`src/rtl/assert_macros.svh`:
```
// Assertion macros shared by the RTL.
// Define NO_ASSERTIONS to compile every use to nothing.
`ifndef ASSERT_MACROS_SVH
`define ASSERT_MACROS_SVH

`ifndef NO_ASSERTIONS

// Concurrent check, disabled while the active-low reset is asserted.
`define ASSERT_CLK(lbl, clk, rst_n, prop, msg) \
	lbl: assert property (@(posedge clk) disable iff (!rst_n) (prop)) else $error(msg);

// Condition that must never hold at a clock edge.
`define ASSERT_NEVER(lbl, clk, rst_n, cond, msg) \
	lbl: assert property (@(posedge clk) disable iff (!rst_n) !(cond)) else $error(msg);

`else

`define ASSERT_CLK(lbl, clk, rst_n, prop, msg)

`define ASSERT_NEVER(lbl, clk, rst_n, cond, msg)

`endif

`endif

```
`src/rtl/lcal_ram.sv`:
```
`timescale 1ns / 1ps

module lcal_ram #(
	parameter int WIDTH = 8,
	parameter int DEPTH = 16,
	parameter int AW    = $clog2(DEPTH)
) (
	input  logic             clk,
	input  logic             we,
	input  logic [AW-1:0]    waddr,
	input  logic [WIDTH-1:0] wdata,
	input  logic [AW-1:0]    raddr,
	output logic [WIDTH-1:0] rdata
);

	logic [WIDTH-1:0] mem [DEPTH];

	always_ff @(posedge clk) begin
		if (we) begin
			mem[waddr] <= wdata;
		end
		rdata <= mem[raddr];
	end

endmodule

```
`config.mk`:
```
export PLATFORM = sky130hd
export DESIGN_NAME = lcal_ram
export DESIGN_NICKNAME = d
export VERILOG_FILES = /design/src/rtl/assert_macros.svh /design/src/rtl/lcal_ram.sv
export SDC_FILE = /design/constraint.sdc
export NUM_CORES = 1
export LEC_CHECK = 0
export BUFFER_PORTS_ARGS = -buffer_cell sky130_fd_sc_hd__clkbuf_2
export CORE_ASPECT_RATIO = 1.5
export CORE_MARGIN = 1
export CORE_UTILIZATION = 55
export CTS_CLUSTER_DIAMETER = 40
export CTS_CLUSTER_SIZE = 10
export DETAILED_ROUTE_END_ITERATION = 10
export PLACE_DENSITY = 0.79
export SYNTH_ARGS = -nofsm -noshare
export SYNTH_HDL_FRONTEND = slang
export SYNTH_SLANG_ARGS = --single-unit
```
`constraint.sdc`:
```
create_clock -name clk -period 2.3 [get_ports clk]
set_clock_uncertainty 0.2 [all_clocks]
set_input_delay 0.46 -clock clk [delete_from_list [all_inputs] [get_ports clk]]
set_output_delay 0.46 -clock clk [all_outputs]
set_load 0.02 [all_outputs]
```
==> impl_metrics.json <==
{
  "arrival_ps": 1810,
  "grt_pass1_vias": 2561,
  "cts_setup_buffers": 0,
  "die_area_um2": 9760,
  "grt_setup_unrepaired": "no",
  "fp.dieW_um": 81.0,
  "cp.required_ps": 2400,
  "path_max_fanout": 19,
  "postLayoutCoreUtil": 0.692,
  "grt_max_degree": 33,
  "clock-root-buffer": "clkbuf_16",
  "vias": 2454,
  "powerDensity_nw_per_um2": 977,
  "numCtsBuffers": 17,
  "drt_pass1_iterations": 4,
  "cts_resized": 0,
  "yosys_warnings": 0,
  "ys_seq_area_frac": 0.778,
  "antenna_found_initial": 0,
  "cts_max_level": 4,
  "path_class": "primary input to register",
  "ant_nets": 0,
  "dpl.hpwl_um": 5940,
  "io_pins": 26,
  "r2r_slack_ps": 740,
  "clk_pin_slew_ps": 50,
  "core_area_um2": 8930,
  "min_period_over_period": 0.743,
  "syn_inst": 229,
  "drc": 0,
  "synth_cell_types": 19,
  "startpoint_type": "primary input",
  "gp_congestion": 0.831,
  "ys_seq_elements": 136,
  "worst_slack_ps": 590,
  "period_minus_slack_ps": 1710,
  "setup_viol": 0,
  "fin_tns_setup_ps": 0,
  "routed_wl_um": 9640,
  "filler_cell_count": 560,
  "hold_viol": 0,
  "areaGrowthSynthToFinish_pct": 20.1,
  "maxCapViolCount": 0,
  "num_rows": 42,
  "final_layout_size_suffix_gt1_frac": 0.319,
  "hp-class": "primary input to register",
  "worst_pin_slew_ps": 364,
  "cts_tree": "yes",
  "globalRouteTotalUtil": 0.231,
  "status": "complete, no violations",
  "clock.fmax_ghz": 0.585,
  "grt_pass1_wl_um": 14800,
  "cts_buffer_depth": 2,
  "initial_core_util": 0.576,
  "io_buffers": 25,
  "die_height_um": 120,
  "final_common_cell": "edfxtp_1",
  "drtIter0Drc": 177,
  "relSlewSlack": 0.757,
  "n_antenna_cell": 0,
  "insertion_delay_ps": 420,
  "ir_drop_mv": 0.741,
  "synthesis.nets": 247,
  "p_leak_nw": 2.14,
  "pre_cts_ws_ps": 181,
  "wire_per_inst_um": 23.6,
  "final-max-slew-violation-count": 0,
  "nNetsFinal": 303,
  "syn_area_um2": 5150,
  "cp-end-kind": "register",
  "viasPerCell": 6.01,
  "most-common-layout-cells": "128 x edfxtp_1, 25 x clkbuf_2, 19 x buf_4",
  "hold_buffers": 0,
  "syn_avg_cell_area_um2": 22.5,
  "clock_sinks": 136,
  "grt-ovfl-total": 0
}
-- final timing paths --
check | end | start | depth (start not counted)
setup / recovery | rdata[2] | raddr[0] | 5
hold / removal | mem[6][2] | wdata[2] | 1
setup reg to reg | rdata[3] | mem[1][3] | 3
hold reg to reg | rdata[4] | mem[14][4] | 3
-- worst max-delay path: stages --
cell and delay, ps:
clkbuf_2 200, buf_12 220, mux4_1 590, a22oi_1 250, nand2_1 80
-- flip-flops by register name, summed over array words and instances (netlist names) --
name,count
mem,128
rdata,8
-- cell type report --
cell class / count / area [um2] / share of cell area
clock buffers: 17 / 425 / 0.0688
clock inverters: 15 / 231 / 0.0374
multi-input cells: 83 / 1060 / 0.171
flip-flops and latches: 136 / 4000 / 0.648
well taps: 110 / 138 / 0.0223
repair buffers: 47 / 328 / 0.0530
-- metrics by stage --
stage	instances	power, mW	cell area (um2)	hold WS, ps
floorplan	229	3.00	5150	359
CTS	408	6.08	6180	256
finish	408	6.04	6180	264
global placement	376	3.10	5530	458
global route	408	6.20	6180	283
detailed placement	376	3.11	5530	472
-- metal layers --
layer	up-vias	wire length [um]	track usage	part of all wire
met3	11	618	0.0755	0.064
met1	1248	3590	0.282	0.37
met2	114	5300	0.372	0.55
li1	1081	-	-	-
met5	-	0	0	0
met4	0	138	0.100	0.014
-- cells in the mapped netlist --
cell / count / area [um2]
edfxtp_1: 128 / 3840
mux4_2: 18 / 405
a22oi_1: 16 / 120
mux4_1: 14 / 368
nor2_1: 13 / 48.8
nand2_1: 9 / 33.8
dfxtp_1: 8 / 160
nor3_1: 4 / 20.0
buf_2: 3 / 15.0
buf_6: 3 / 33.8
clkdlybuf4s25_2: 3 / 30.0
nand2b_1: 2 / 12.5
nand3b_1: 2 / 15.0
and2_1: 1 / 6.26
and2b_1: 1 / 7.51
buf_4: 1 / 7.51
nand3_1: 1 / 5.00
nor2b_1: 1 / 6.26
or3b_2: 1 / 8.76
-- cell families (layout without fill, tap and decap cells) --
logic type,after synthesis,after routing,share of synthesized area
buffers and inverters,10,79,0.0168
DFF,136,136,0.778
muxes,32,32,0.150
and+or+nand+nor,35,35,0.0318
AOI/OAI and AO/OA,16,16,0.0233
-- where the power goes --
part / internal (mW) / total, mW / switching (mW)
combinational: 0.116 / 0.276 / 0.160
sequential: 2.77 / 2.79 / 0.0180
clock: 2.01 / 2.97 / 0.962
total: 4.90 / 6.04 / 1.14
Note: power is estimated with default switching activity, not from simulation.
